===== config.mk =====
export PLATFORM = sky130hd
export DESIGN_NAME = clipped_line_rasterizer
export DESIGN_NICKNAME = d
export VERILOG_FILES = /design/src/hdl/clr_pkg.sv /design/src/hdl/clipped_line_rasterizer.sv /design/src/hdl/clr_divider.sv /design/src/hdl/clr_front.sv /design/src/hdl/clr_job_fifo.sv /design/src/hdl/clr_back.sv
export SDC_FILE = /design/constraint.sdc
export NUM_CORES = 2
export LEC_CHECK = 0
export BUFFER_PORTS_ARGS = -buffer_cell sky130_fd_sc_hd__buf_2
export CELL_PAD_IN_SITES_DETAIL_PLACEMENT = 1
export CELL_PAD_IN_SITES_GLOBAL_PLACEMENT = 1
export CORE_MARGIN = 1
export CORE_UTILIZATION = 43
export DETAILED_ROUTE_END_ITERATION = 10
export PLACE_DENSITY_LB_ADDON = 0.1
export SKIP_LAST_GASP = 1
export SYNTH_ARGS = -nofsm -noshare
export SYNTH_HDL_FRONTEND = slang
export SYNTH_SLANG_ARGS = --single-unit

===== constraint.sdc =====
create_clock -name clk -period 13.05 [get_ports clk]
set_input_delay 1.305 -clock clk [delete_from_list [all_inputs] [get_ports clk]]
set_output_delay 1.305 -clock clk [all_outputs]
set_load 0.03 [all_outputs]

===== src/hdl/clr_pkg.sv =====
// shared types, constants and helpers of the clipped line rasterizer
`default_nettype none
package clr_pkg;

	// coordinate and arithmetic widths
	localparam int CoordW   = 18;
	localparam int ProdW    = 2 * CoordW;
	localparam int QuotW    = 18;
	localparam int FracBits = 16;
	localparam int FractW   = 24;
	localparam int SizeW    = 7;
	localparam int PixW     = 6;
	localparam int ColorW   = 8;
	localparam int CfgIdxW  = 2;

	// configuration register indexes
	localparam logic [CfgIdxW-1:0] CfgViewWidth  = 2'd0;
	localparam logic [CfgIdxW-1:0] CfgViewHeight = 2'd1;

	typedef logic signed [CoordW-1:0] coord_t;
	typedef logic signed [ProdW-1:0]  prod_t;
	typedef logic signed [QuotW:0]    quot_t;
	typedef logic signed [FractW-1:0] fract_t;

	// one classified segment, handed from front to back
	typedef struct packed {
		logic [PixW-1:0]   x1;
		logic [PixW-1:0]   y1;
		logic [PixW-1:0]   x2;
		logic [PixW-1:0]   y2;
		logic              x_major;
		logic              dup;
		coord_t            step;
		logic [ColorW-1:0] color;
	} job_t;

	typedef enum logic [7:0] {
		F_IDLE  = 8'b00000001,
		F_PICK  = 8'b00000010,
		F_DIVST = 8'b00000100,
		F_DIVW  = 8'b00001000,
		F_CHECK = 8'b00010000,
		F_STEP  = 8'b00100000,
		F_STEPW = 8'b01000000,
		F_PUSH  = 8'b10000000
	} front_state_t;

	typedef enum logic [1:0] {
		B_IDLE = 2'b01,
		B_RUN  = 2'b10
	} back_state_t;

	// clamp a coordinate into 0 .. size-1
	function automatic logic [PixW-1:0] clamp_pix(coord_t c, logic [SizeW-1:0] size);
		logic [SizeW-1:0] top;
		top = size - 7'd1;
		if (c < 0)
			return '0;
		else if (c >= coord_t'({1'b0, size}))
			return top[PixW-1:0];
		else
			return c[PixW-1:0];
	endfunction

endpackage
`default_nettype wire


===== src/hdl/clipped_line_rasterizer.sv =====
// top level of the clipped line rasterizer
//
// channel   direction  handshake            payload
// segment   in         push / full          start_x start_y end_x end_y pen_color
// pixel     out        empty / pop          pixel_x pixel_y pixel_color last_pixel
// config    in         cfg_valid/cfg_ready  cfg_index cfg_data
//
// the front takes one segment at a time: each active clip edge costs one run of
// the shared serial divider (18 quotient bits), and the step division another.
// the back then writes one pixel per cycle unless the pixel output stalls,
// up to 64 per segment, behind a two-entry segment queue, so front and back
// overlap on consecutive segments. reset is asynchronous, active low; there is
// no clearing pass. a stalled pixel output halts the back, and the front too
// once the segment queue is full; config is always ready.
`default_nettype none
module clipped_line_rasterizer #(
	parameter int MAX_VIEW_SIZE = 64
) (
	input  wire                          clk,
	input  wire                          arst_n,
	input  wire                          push,
	output logic                         full,
	input  wire signed [15:0]            start_x,
	input  wire signed [15:0]            start_y,
	input  wire signed [15:0]            end_x,
	input  wire signed [15:0]            end_y,
	input  wire [7:0]                    pen_color,
	output logic                         empty,
	input  wire                          pop,
	output logic [5:0]                   pixel_x,
	output logic [5:0]                   pixel_y,
	output logic [7:0]                   pixel_color,
	output logic                         last_pixel,
	input  wire                          cfg_valid,
	output logic                         cfg_ready,
	input  wire [clr_pkg::CfgIdxW-1:0]   cfg_index,
	input  wire [clr_pkg::SizeW-1:0]     cfg_data
);
	import clr_pkg::*;

	localparam logic [SizeW-1:0] MaxSize = SizeW'(MAX_VIEW_SIZE);
	localparam logic [SizeW-1:0] RstSize = (MAX_VIEW_SIZE < 64) ? SizeW'(MAX_VIEW_SIZE) : 7'd64;

	logic [SizeW-1:0] width_q, height_q, cfg_sat;
	job_t             f_job, b_job;
	logic             f_push, q_full, q_empty, b_pop;

	// register write with saturation into 1 .. max
	assign cfg_ready = 1'b1;
	assign cfg_sat   = (cfg_data == '0) ? 7'd1 : ((cfg_data > MaxSize) ? MaxSize : cfg_data);

	always_ff @(posedge clk or negedge arst_n) begin
		if (!arst_n) begin
			width_q  <= RstSize;
			height_q <= RstSize;
		end else if (cfg_valid) begin
			case (cfg_index)
				CfgViewWidth:  width_q  <= cfg_sat;
				CfgViewHeight: height_q <= cfg_sat;
				default: ;
			endcase
		end
	end

	clr_front u_front (
		.clk       (clk),
		.arst_n    (arst_n),
		.push      (push),
		.full      (full),
		.start_x   (start_x),
		.start_y   (start_y),
		.end_x     (end_x),
		.end_y     (end_y),
		.pen_color (pen_color),
		.view_w    (width_q),
		.view_h    (height_q),
		.job       (f_job),
		.job_push  (f_push),
		.job_full  (q_full)
	);

	clr_job_fifo u_queue (
		.clk    (clk),
		.arst_n (arst_n),
		.wr     (f_push),
		.wr_job (f_job),
		.full   (q_full),
		.rd     (b_pop),
		.rd_job (b_job),
		.empty  (q_empty)
	);

	clr_back u_back (
		.clk         (clk),
		.arst_n      (arst_n),
		.job         (b_job),
		.job_empty   (q_empty),
		.job_pop     (b_pop),
		.view_w      (width_q),
		.view_h      (height_q),
		.empty       (empty),
		.pop         (pop),
		.pixel_x     (pixel_x),
		.pixel_y     (pixel_y),
		.pixel_color (pixel_color),
		.last_pixel  (last_pixel)
	);

endmodule
`default_nettype wire


===== src/hdl/clr_divider.sv =====
// serial signed divider, truncating toward zero, one quotient bit per cycle
`default_nettype none
module clr_divider (
	input  wire              clk,
	input  wire              arst_n,
	input  wire              start,
	input  clr_pkg::prod_t   num,
	input  clr_pkg::coord_t  den,
	output logic             done,
	output clr_pkg::quot_t   quot
);
	import clr_pkg::*;

	logic [QuotW-1:0]  rem_q;
	logic [QuotW-1:0]  lo_q;
	logic [CoordW-1:0] den_q;
	logic              neg_q;
	logic              zero_q;
	logic              busy_q;
	logic              done_q;
	logic [4:0]        cnt_q;
	logic [ProdW-1:0]  num_mag;
	logic [CoordW-1:0] den_mag;
	logic [QuotW:0]    trial;
	logic [QuotW:0]    diff;
	logic              ge;

	// operand magnitudes
	assign num_mag = num[ProdW-1] ? ProdW'(-num) : ProdW'(num);
	assign den_mag = den[CoordW-1] ? CoordW'(-den) : CoordW'(den);

	// one restoring step
	assign trial = {rem_q, lo_q[QuotW-1]};
	assign ge    = trial >= {1'b0, den_q};
	assign diff  = trial - {1'b0, den_q};

	always_ff @(posedge clk or negedge arst_n) begin
		if (!arst_n) begin
			busy_q <= 1'b0;
			done_q <= 1'b0;
			cnt_q  <= '0;
		end else begin
			done_q <= busy_q && (cnt_q == 5'd0);
			if (start) begin
				busy_q <= 1'b1;
				cnt_q  <= 5'(QuotW - 1);
			end else if (busy_q) begin
				if (cnt_q == 5'd0)
					busy_q <= 1'b0;
				else
					cnt_q <= cnt_q - 5'd1;
			end
		end
	end

	// datapath
	always_ff @(posedge clk) begin
		if (start) begin
			rem_q  <= num_mag[ProdW-1:QuotW];
			lo_q   <= num_mag[QuotW-1:0];
			den_q  <= den_mag;
			neg_q  <= num[ProdW-1] ^ den[CoordW-1];
			zero_q <= (den == '0);
		end else if (busy_q) begin
			rem_q <= ge ? diff[QuotW-1:0] : trial[QuotW-1:0];
			lo_q  <= {lo_q[QuotW-2:0], ge};
		end
	end

	assign done = done_q;
	assign quot = zero_q ? '0 : (neg_q ? -quot_t'({1'b0, lo_q}) : quot_t'({1'b0, lo_q}));

endmodule
`default_nettype wire


===== src/hdl/clr_front.sv =====
// front: accepts segments, clips them edge by edge and works out the dda step
`default_nettype none
module clr_front (
	input  wire                          clk,
	input  wire                          arst_n,
	input  wire                          push,
	output logic                         full,
	input  wire signed [15:0]            start_x,
	input  wire signed [15:0]            start_y,
	input  wire signed [15:0]            end_x,
	input  wire signed [15:0]            end_y,
	input  wire [7:0]                    pen_color,
	input  wire [clr_pkg::SizeW-1:0]     view_w,
	input  wire [clr_pkg::SizeW-1:0]     view_h,
	output clr_pkg::job_t                job,
	output logic                         job_push,
	input  wire                          job_full
);
	import clr_pkg::*;

	front_state_t      state_q;
	logic [2:0]        k_q;
	coord_t            x1_q, y1_q, x2_q, y2_q;
	coord_t            dx0_q, dy0_q;
	coord_t            ndx_q, ndy_q;
	coord_t            den_s1;
	prod_t             prod_s1;
	coord_t            step_q;
	logic              xmaj_q;
	logic [ColorW-1:0] color_q;

	logic              on_y, ep2, low_edge, cond;
	logic [SizeW-1:0]  size;
	coord_t            bnd, c, o, off, mul, den_c, q;
	prod_t             prod_c;
	coord_t            wc, hc, sx, sy;
	logic              reject, xmaj_c;
	logic              div_start, div_done;
	prod_t             div_num;
	coord_t            div_den;
	quot_t             div_quot;
	coord_t            sx0, sy0, ex0, ey0;

	// clip edge selection: left, right, bottom, top, each for both endpoints
	assign on_y     = k_q[2];
	assign ep2      = k_q[0];
	assign low_edge = ~(k_q[1] ^ k_q[2]);
	assign size     = on_y ? view_h : view_w;
	assign bnd      = low_edge ? '0 : coord_t'({1'b0, size}) - coord_t'(1);
	assign c        = on_y ? (ep2 ? y2_q : y1_q) : (ep2 ? x2_q : x1_q);
	assign o        = on_y ? (ep2 ? y1_q : y2_q) : (ep2 ? x1_q : x2_q);
	assign cond     = low_edge ? (c < 0 && o >= 0) : (c > bnd && o <= bnd);
	assign off      = bnd - c;
	assign mul      = on_y ? dx0_q : dy0_q;
	assign den_c    = on_y ? dy0_q : dx0_q;
	assign prod_c   = prod_t'(off) * prod_t'(mul);
	assign q        = coord_t'(div_quot);

	// outside test and major axis
	assign wc     = coord_t'({1'b0, view_w});
	assign hc     = coord_t'({1'b0, view_h});
	assign reject = (x1_q >= wc && x2_q >= wc) || (x1_q < 0 && x2_q < 0) ||
			(y1_q >= hc && y2_q >= hc) || (y1_q < 0 && y2_q < 0);
	assign sx     = ndx_q[CoordW-1] ? -ndx_q : ndx_q;
	assign sy     = ndy_q[CoordW-1] ? -ndy_q : ndy_q;
	assign xmaj_c = sx > sy;

	// shared divider operands
	assign div_start = (state_q == F_DIVST) || (state_q == F_STEP);
	assign div_num   = (state_q == F_STEP) ?
			((xmaj_c ? prod_t'(ndy_q) : prod_t'(ndx_q)) <<< FracBits) : prod_s1;
	assign div_den   = (state_q == F_STEP) ? (xmaj_c ? ndx_q : ndy_q) : den_s1;

	clr_divider u_div (
		.clk    (clk),
		.arst_n (arst_n),
		.start  (div_start),
		.num    (div_num),
		.den    (div_den),
		.done   (div_done),
		.quot   (div_quot)
	);

	assign sx0 = coord_t'(start_x);
	assign sy0 = coord_t'(start_y);
	assign ex0 = coord_t'(end_x);
	assign ey0 = coord_t'(end_y);

	// sequencer
	always_ff @(posedge clk or negedge arst_n) begin
		if (!arst_n) begin
			state_q <= F_IDLE;
			k_q     <= '0;
		end else begin
			case (state_q)
				F_IDLE: begin
					if (push) begin
						state_q <= F_PICK;
						k_q     <= '0;
					end
				end
				F_PICK: begin
					if (cond)
						state_q <= F_DIVST;
					else if (k_q == 3'd7)
						state_q <= F_CHECK;
					else
						k_q <= k_q + 3'd1;
				end
				F_DIVST: state_q <= F_DIVW;
				F_DIVW: begin
					if (div_done) begin
						if (k_q == 3'd7) begin
							state_q <= F_CHECK;
						end else begin
							state_q <= F_PICK;
							k_q     <= k_q + 3'd1;
						end
					end
				end
				F_CHECK: state_q <= reject ? F_IDLE : F_STEP;
				F_STEP:  state_q <= F_STEPW;
				F_STEPW: begin
					if (div_done)
						state_q <= F_PUSH;
				end
				F_PUSH: begin
					if (!job_full)
						state_q <= F_IDLE;
				end
				default: state_q <= F_IDLE;
			endcase
		end
	end

	// coordinate datapath
	always_ff @(posedge clk) begin
		if (state_q == F_IDLE && push) begin
			x1_q    <= sx0;
			y1_q    <= sy0;
			x2_q    <= ex0;
			y2_q    <= ey0;
			dx0_q   <= ex0 - sx0;
			dy0_q   <= ey0 - sy0;
			color_q <= pen_color;
		end
		if (state_q == F_PICK) begin
			prod_s1 <= prod_c;
			den_s1  <= den_c;
		end
		if (state_q == F_DIVW && div_done) begin
			if (on_y) begin
				if (ep2) begin
					x2_q <= x2_q + q;
					y2_q <= bnd;
				end else begin
					x1_q <= x1_q + q;
					y1_q <= bnd;
				end
			end else begin
				if (ep2) begin
					y2_q <= y2_q + q;
					x2_q <= bnd;
				end else begin
					y1_q <= y1_q + q;
					x1_q <= bnd;
				end
			end
		end
		if (state_q == F_CHECK) begin
			ndx_q <= x2_q - x1_q;
			ndy_q <= y2_q - y1_q;
		end
		if (state_q == F_STEP)
			xmaj_q <= xmaj_c;
		if (state_q == F_STEPW && div_done)
			step_q <= q;
	end

	// job handoff
	assign full          = (state_q != F_IDLE);
	assign job_push      = (state_q == F_PUSH) && !job_full;
	assign job.x1        = clamp_pix(x1_q, view_w);
	assign job.y1        = clamp_pix(y1_q, view_h);
	assign job.x2        = clamp_pix(x2_q, view_w);
	assign job.y2        = clamp_pix(y2_q, view_h);
	assign job.x_major   = xmaj_q;
	assign job.dup       = (ndx_q == '0) && (ndy_q == '0);
	assign job.step      = step_q;
	assign job.color     = color_q;

endmodule
`default_nettype wire


===== src/hdl/clr_job_fifo.sv =====
// two-entry queue of classified segments between front and back
`default_nettype none
module clr_job_fifo (
	input  wire            clk,
	input  wire            arst_n,
	input  wire            wr,
	input  clr_pkg::job_t  wr_job,
	output logic           full,
	input  wire            rd,
	output clr_pkg::job_t  rd_job,
	output logic           empty
);
	import clr_pkg::*;

	job_t       mem_q [2];
	logic       wptr_q;
	logic       rptr_q;
	logic [1:0] cnt_q;

	assign full   = (cnt_q == 2'd2);
	assign empty  = (cnt_q == 2'd0);
	assign rd_job = mem_q[rptr_q];

	// pointers and fill count
	always_ff @(posedge clk or negedge arst_n) begin
		if (!arst_n) begin
			wptr_q <= 1'b0;
			rptr_q <= 1'b0;
			cnt_q  <= '0;
		end else begin
			if (wr)
				wptr_q <= ~wptr_q;
			if (rd)
				rptr_q <= ~rptr_q;
			if (wr && !rd)
				cnt_q <= cnt_q + 2'd1;
			else if (rd && !wr)
				cnt_q <= cnt_q - 2'd1;
		end
	end

	// storage
	always_ff @(posedge clk) begin
		if (wr)
			mem_q[wptr_q] <= wr_job;
	end

endmodule
`default_nettype wire


===== src/hdl/clr_back.sv =====
// back: steps the dda along the major axis, one pixel per cycle unless the pixel output stalls
`default_nettype none
module clr_back (
	input  wire                          clk,
	input  wire                          arst_n,
	input  clr_pkg::job_t                job,
	input  wire                          job_empty,
	output logic                         job_pop,
	input  wire [clr_pkg::SizeW-1:0]     view_w,
	input  wire [clr_pkg::SizeW-1:0]     view_h,
	output logic                         empty,
	input  wire                          pop,
	output logic [5:0]                   pixel_x,
	output logic [5:0]                   pixel_y,
	output logic [7:0]                   pixel_color,
	output logic                         last_pixel
);
	import clr_pkg::*;

	back_state_t       state_q;
	logic [PixW-1:0]   a_q, b_q;
	logic              up_q, xmaj_q, dup_q;
	coord_t            step_q;
	fract_t            fract_q;
	logic [ColorW-1:0] color_q;
	logic              ovalid_q;
	logic [PixW-1:0]   px_q, py_q;
	logic [ColorW-1:0] pc_q;
	logic              last_q;

	logic [SizeW-1:0]  msize, mtop;
	fract_t            fc, stepx;
	logic [PixW-1:0]   minor, mstart;
	logic              adv, is_last;

	// minor axis clamp
	assign msize  = xmaj_q ? view_h : view_w;
	assign mtop   = msize - 7'd1;
	assign fc     = fract_q[FractW-1] ? '0 :
			(fract_q[FracBits+SizeW-1:FracBits] >= msize ?
			 fract_t'({mtop, {FracBits{1'b0}}}) : fract_q);
	assign minor  = fc[FracBits+PixW-1:FracBits];
	assign stepx  = fract_t'(step_q);
	assign is_last = !dup_q && (a_q == b_q);
	assign adv    = (state_q == B_RUN) && (!ovalid_q || pop);
	assign mstart = job.x_major ? job.y1 : job.x1;

	assign job_pop = (state_q == B_IDLE) && !job_empty;

	// stepping control
	always_ff @(posedge clk or negedge arst_n) begin
		if (!arst_n) begin
			state_q  <= B_IDLE;
			ovalid_q <= 1'b0;
		end else begin
			case (state_q)
				B_IDLE: begin
					if (!job_empty)
						state_q <= B_RUN;
				end
				B_RUN: begin
					if (adv && is_last)
						state_q <= B_IDLE;
				end
				default: state_q <= B_IDLE;
			endcase
			if (adv)
				ovalid_q <= 1'b1;
			else if (pop)
				ovalid_q <= 1'b0;
		end
	end

	// dda datapath
	always_ff @(posedge clk) begin
		if (job_pop) begin
			a_q     <= job.x_major ? job.x1 : job.y1;
			b_q     <= job.x_major ? job.x2 : job.y2;
			up_q    <= job.x_major ? (job.x1 < job.x2) : (job.y1 < job.y2);
			xmaj_q  <= job.x_major;
			dup_q   <= job.dup;
			step_q  <= job.step;
			color_q <= job.color;
			fract_q <= fract_t'({mstart, {FracBits{1'b0}}});
		end else if (adv) begin
			if (dup_q) begin
				dup_q <= 1'b0;
			end else begin
				fract_q <= up_q ? fc + stepx : fc - stepx;
				a_q     <= up_q ? a_q + 6'd1 : a_q - 6'd1;
			end
		end
		if (adv) begin
			px_q   <= xmaj_q ? a_q : minor;
			py_q   <= xmaj_q ? minor : a_q;
			pc_q   <= color_q;
			last_q <= is_last;
		end
	end

	assign empty       = !ovalid_q;
	assign pixel_x     = px_q;
	assign pixel_y     = py_q;
	assign pixel_color = pc_q;
	assign last_pixel  = last_q;

endmodule
`default_nettype wire

* Yosys cells after proc, flatten, opt, wreduce, memory -nomap -nowiden
Memory sizes are Yosys's and may differ from the RTL's.
Cells that the tools add are included.
** Storage, ports and cells
- Register bits after elaboration :: 406
- Memory bits (writable) :: 104
- Input bits :: 86
- Output and inout port bits :: 24
- Logic and storage cells :: 274
- Memories :: 1
** Memories
- u_queue.mem_q :: words 2, width 52, rd ports 1, clocked after memory_dff 0, wr ports 1, RTL line clr_job_fifo.sv:15 : job_t mem_q [2];
** Operators by class
- Add/sub/neg operators :: 27
- Multipliers :: 1
- Magnitude comparators :: 18
- Equal/unequal tests :: 25
- Mux-type cells :: 104
- Bitwise logic cells :: 5
- Reductions and logical operators :: 49
** Operator list (count)
- 2-to-1 mux 18 bit :: 40
- 2-to-1 mux 6 bit :: 18
- less-than comparator 18 x 1 -> 1 bit, second input constant :: 5
- adder 18 bit :: 4
- >= comparator 18 x 8 -> 1 bit :: 4
- 2-to-1 mux 36 bit :: 2
- negation 18 bit :: 4
- subtractor 18 bit :: 4
- 2-to-1 mux 22 bit :: 3
- case mux 8 bit (8 select lines) :: 1
- zero test 18 bit :: 3
- 2-to-1 mux 8 bit :: 6
- 2-to-1 mux 23 bit :: 2
- greater-than comparator 18 bit :: 2
- multiplier 18 x 18 -> 36 bit :: 1
- negation 36 bit :: 1
- subtractor 16 x 16 -> 17 bit :: 2
- 2-to-1 mux 7 bit :: 4
- adder 24 x 18 -> 24 bit :: 1
- 2-to-1 mux 24 bit :: 1
- subtractor 24 x 18 -> 24 bit :: 1
- 2-to-1 mux 20 bit :: 1
- 2-to-1 mux 5 bit :: 4
- >= comparator 19 x 18 -> 1 bit :: 1
- other kinds (48) :: 114

* Logic depth before layout (Yosys ltp)
- Word-level depth :: 9
- Gate-level depth with buffers :: 48
- Depth with buffers taken out :: 42

* Modules after synthesis
From an unflattened synthesis, not the netlist that was laid out.
** Unflattened totals
- Cell total of the unflattened synthesis :: 4974
- Area total of the unflattened synthesis :: 47545.6 um^2
** Modules (own cells, without submodules)
- clr_front :: times used 1, cells an instance 3558, area an instance 31684.1 um^2, sequential area each 6222.2 um^2
- clr_back :: times used 1, cells an instance 607, area an instance 5936.9 um^2, sequential area each 2478.6 um^2
- clr_divider :: times used 1, cells an instance 572, area an instance 5124.9 um^2, sequential area each 1856.8 um^2
- clr_job_fifo :: times used 1, cells an instance 178, area an instance 4190.3 um^2, sequential area each 3223.1 um^2
- clipped_line_rasterizer :: times used 1, cells an instance 59, area an instance 609.3 um^2, sequential area each 352.8 um^2

* Least setup slack after synthesis
No wires, ideal clock.
- Path type :: reg2reg
- Start :: reg u_front.k_q[2]
- End :: reg u_front.prod_s1[34] (data pin)
- Library setup time :: 262 ps
- Data arrival time :: 10621 ps
- Required time :: 12788 ps
- Path slack :: 2167 ps
- Cell stages (with the launch flop) :: 48
- Buffers on the path :: 8
- Period minus slack after synthesis :: 10883 ps
- Cells stage by stage :: dfrtp_1 -> buf_2 -> buf_4 -> buf_2 -> buf_1 -> clkbuf_1 -> buf_1 -> mux2i_1 -> ha_1 -> xnor2_1 -> nor2_1 -> a21oi_1 -> inv_1 -> ha_1 -> o21ai_0 -> a21boi_0 -> o21ai_0 -> a21boi_0 -> [12 not listed] -> inv_1 -> fa_1 -> inv_1 -> fa_1 -> inv_1 -> fa_1 -> inv_1 -> ha_1 -> a211o_1 -> a21oi_1 -> nor2_1 -> o21ai_0 -> o21ai_0 -> a21oi_1 -> a21oi_1 -> a21oi_1 -> o21bai_1 -> xor2_1
** Between the ends
- Cells in the longest elaborated chain, start to end :: 5
- Elaborated cells between the ends (all ways) :: 8
- Those cells by class :: add/sub (2); mul (1); mux (4); bitwise (1)
** RTL lines
- start: declaration :: RTL line clr_front.sv:22 : logic [2:0] k_q;
- start signal: assignment :: RTL line clr_front.sv:108 : k_q <= k_q + 3'd1;
- start signal: assignment :: RTL line clr_front.sv:117 : k_q <= k_q + 3'd1;
- 2-to-1 mux 7 bit :: RTL line clr_front.sv:48 : assign size = on_y ? view_h : view_w;
- subtractor 7 x 1 -> 8 bit :: RTL line clr_front.sv:49 : assign bnd = low_edge ? '0 : coord_t'({1'b0, size}) - coord_t'(1);
- 2-to-1 mux 18 bit :: RTL line clr_front.sv:49
- subtractor 18 bit :: RTL line clr_front.sv:53 : assign off = bnd - c;
- multiplier 18 x 18 -> 36 bit (*) :: RTL line clr_front.sv:56 : assign prod_c = prod_t'(off) * prod_t'(mul);
- named net u_front.prod_c[34] :: RTL line clr_front.sv:35 : prod_t prod_c;
- end signal: assignment :: RTL line clr_front.sv:148 : prod_s1 <= prod_c;
- end: declaration :: RTL line clr_front.sv:27 : prod_t prod_s1;
Mark *: on every way through the listed nets, which the timed path passes. The rest lies on a longest branch.
A chain may end at the register's enable or synchronous reset.

* Final worst setup path
- Start :: reg u_front.k_q[2]
- End :: reg u_front.prod_s1[35] (data pin)
The elaborated chain is that of the path after synthesis.

==> summary.log <==
INFO  outcome        result_of_the_run=finished, final reports clean
INFO  synth          synth.distinct_cells=97
INFO  setup_path     crit_path_max_fanout=43
INFO  cts            cts_num_sinks=507
INFO  flow_run       maxCapViolations=0
INFO  setup_path     critical_path.top_delay_family=adder cells
INFO  cts            tritoncts_buffer_count=66
INFO  floorplan      die-area=109900squm
INFO  timing         final_max_slew_viols=0
INFO  cts            clock_latency=0.65ns
INFO  setup_path     critical-path-max-stage-delay=0.94ns
INFO  cts            clk_transition_reported_paths=0.06ns
INFO  placement      post-place-cells=6370
INFO  placement      numPortBuffers=108
INFO  floorplan      initial_utilization=43.48%
INFO  floorplan      die_w=331.5um
INFO  setup_path     worstSetupEndpointType=flop
INFO  cts            quantity_of_gates_resized_following_cts=0
INFO  drt            detail_route.wl_per_cell=24.61um
INFO  cts            number_of_buffers_added_to_fix_hold_violations_after_cts=0
INFO  floorplan      floorplan.rows=120
INFO  setup_path     critPathKind=flop to flop
INFO  floorplan      fp.dieH=331.5um
INFO  global_routing via_count_of_the_first_global_routing_pass=39.05k
INFO  drt            vias=37.29k
INFO  synth          asyncSetResetFlopFracSynth=7.692%
INFO  setup_path     timing.critical_path.arrival=11.94ns
INFO  global_routing grt_antenna_before_repair=9
INFO  global_routing track_usage=29.20%
INFO  synth          synth_flop_cell=sky130_fd_sc_hd__edfxtp_1
INFO  drt            route.antenna.remaining_nets=0
INFO  setup_path     critPathRequiredTime=13.42ns
INFO  cts            cts_setup_buffers=0
INFO  setup_path     worstPathBufferInverterCount=4
INFO  timing         slew_headroom=8.400%
INFO  global_routing grt_max_degree=81
INFO  drt            detail_route.first_pass.iterations=5
INFO  cells_and_area syn2layout_area_growth=9.781%
INFO  synth          post_synth_inst_count=4941
INFO  synth          library_cell_with_the_largest_summed_area_after_synthesis=sky130_fd_sc_hd__edfxtp_1
INFO  setup_path     timing.critical_path.mode_cell=sky130_fd_sc_hd__fa_1
INFO  timing         worst-slew-pin-transition=1.369ns
INFO  cts            htreeDepth=3
INFO  cts            cts_tree=done
INFO  placement      detailedPlacementHpwl=127.6mm
INFO  cts            cts_max_path_buffers=3
INFO  timing         peak_freq=86.44MHz
INFO  worst_hold_path timing.hold.worst.class=flop to flop
INFO  cts            clockRootBuffer=sky130_fd_sc_hd__clkbuf_16
INFO  timing         final_hold_viol_count=0
INFO  synth          synth_edf_count=378
INFO  global_routing globalRoute.totalOverflow=0
INFO  placement      gp_routability_congestion=0.9293
INFO  floorplan      io_pins=110
INFO  floorplan      coreArea=107400squm
INFO  cells_and_area layout.cells.most_common=sky130_fd_sc_hd__inv_1
INFO  cells_and_area post_route_cells_drive_above_1_share=9.397%
INFO  synth          synth_area_per_cell=9.447squm
INFO  drt            drcViolationCount=0
INFO  timing         fin_crit_sh=88.65%
INFO  setup_path     start_kind=flop
INFO  drt            drt_iter0_drc=2535
INFO  drt            routed_via_density=5.745
INFO  cells_and_area finalNonFillerCells=6491
INFO  global_routing grt_first_pass_wirelength=243.3mm
INFO  setup_path     critPathSlowestCell=sky130_fd_sc_hd__xor2_1
INFO  synth          yosysSeqAreaShare=30.28%
INFO  synth          yosys_warnings=0
INFO  cells_and_area n_fill_cell=12.13k
INFO  timing         timing.final.crit_period=11.57ns
INFO  timing         final.setup_skew=0.01898ns
INFO  synth          netlist_top_cells_area=sky130_fd_sc_hd__edfxtp_1 (24%), sky130_fd_sc_hd__fa_1 (14%), sky130_fd_sc_hd__ha_1 (10%), sky130_fd_sc_hd__inv_1 (4.9%), sky130_fd_sc_hd__nand2_1 (4.1%)
INFO  synth          mappedNetlistArea=46680squm
INFO  synth          ys_seq_elements=507
INFO  synth          yosys.area.top_type_share=24.32%
INFO  timing         rsz0062_at_grt=no
INFO  drt            routed_wl=159.8mm
INFO  cells_and_area finalNetCount=5827
INFO  cells_and_area most-common-layout-cells=sky130_fd_sc_hd__inv_1 (605), sky130_fd_sc_hd__nand2_1 (515), sky130_fd_sc_hd__nor2_1 (467)
INFO  synth          syn-num-nets=5733
INFO  timing         fin_setup_tns=0ns
INFO  timing         setup_viol=0
==> Yosys cell counts, drive strengths merged (35+ instances only) <==
cell type	n
clkbuf	125
mux2i	127
a211oi	67
dfrtp	35
edfxtp	378
nand2b	52
buf	35
ha	375
inv	610
nor2	470
mux2	89
xor2	134
fa	331
xnor2	213
o31ai	46
and2	47
a21o	64
a21oi	225
nor2b	50
a31oi	75
nand2	516
dfxtp	90
nand3	74
nor3	76
o21ai	237
==> cells by family (layout without fill, tap and decap cells) <==
group / after synthesis / after routing / share of synthesized area (%)
flops: 507 / 507 / 30.28
compound gates: 917 / 917 / 12.47
buf+inv: 771 / 917 / 6.285
fa+ha+maj: 707 / 707 / 24.27
simple gates: 1451 / 1451 / 14.12
mux: 240 / 240 / 6.028
xor+xnor: 347 / 347 / 6.543
other cells: 1 / 2 / 0.008033
==> registers in the layout, summed over array words and instances, names as in the netlist, 8 cells and up <==
register and cells:
u_front.u_div.lo_q 18, u_front.ndy_q 18, u_front.prod_s1 36, u_front.u_div.rem_q 18, u_front.dy0_q 17, u_back.fract_q 24, u_front.dx0_q 17, u_back.pixel_color 8
u_front.u_div.den_q 18, u_front.state_q 8, u_back.step_q 18, u_front.color_q 8, u_front.y2_q 18, u_front.step_q 18, u_front.ndx_q 18, u_front.den_s1 17
u_front.y1_q 18, u_back.color_q 8, u_front.x2_q 18, u_queue.mem_q 104, u_front.x1_q 18
==> final timing paths <==
check,start,to,slack (ns),depth (start not counted)
worst min register to register,u_back.color_q[5],u_back.pixel_color[5],0.42,0
worst max-delay path,u_front.k_q[2],u_front.prod_s1[35],1.48,36
min in group asynchronous,arst_n,height_q[2],0.78,2
worst max register to register,u_front.k_q[2],u_front.prod_s1[35],1.48,36
max in group asynchronous,arst_n,u_front.k_q[2],11.76,2
worst min-delay path,u_back.color_q[5],u_back.pixel_color[5],0.42,0
==> cell type report <==
type                       count  area, sq um  area share (%)
tap                         1403         1755           3.426
inverter                     611         2296           4.480
clock buffer                  81         1749           3.413
antenna                        1        2.502        0.004883
timing repair buffer         186         1126           2.197
clock inverter                39        455.4          0.8887
multi-input combinational   3663        29720           58.00
sequential                   507        14140           27.59
==> metal layers <==
metal	part of all wire (%)	GRT usage, %	wire length [um]
met1	45	40.50	72330
met2	46	46.93	72730
met3	5.9	4.344	9501
met4	3.2	9.035	5187
met5	0.010	0	16
==> stage by stage <==
| step | cell area [sq um] | hold WS, ns | setup WS, ns | utilization (%) |
|---|---|---|---|---|
| final | 51250 | 0.4186 | 1.481 | 47.74 |
| after CTS | 51240 | 0.4187 | 1.498 | 47.73 |
| after global routing | 51240 | 0.4294 | 0.6215 | 47.73 |
| after global placement | 49040 | 0.4028 | 1.898 | 45.68 |
| after detailed placement | 49040 | 0.4088 | 1.535 | 45.68 |
| after floorplan | 46680 | 0.4003 | 2.167 | - |
Power is left out: the tool's default activity adds up to more than one toggle a clock period on the data nets, which glitch-free logic cannot reach.
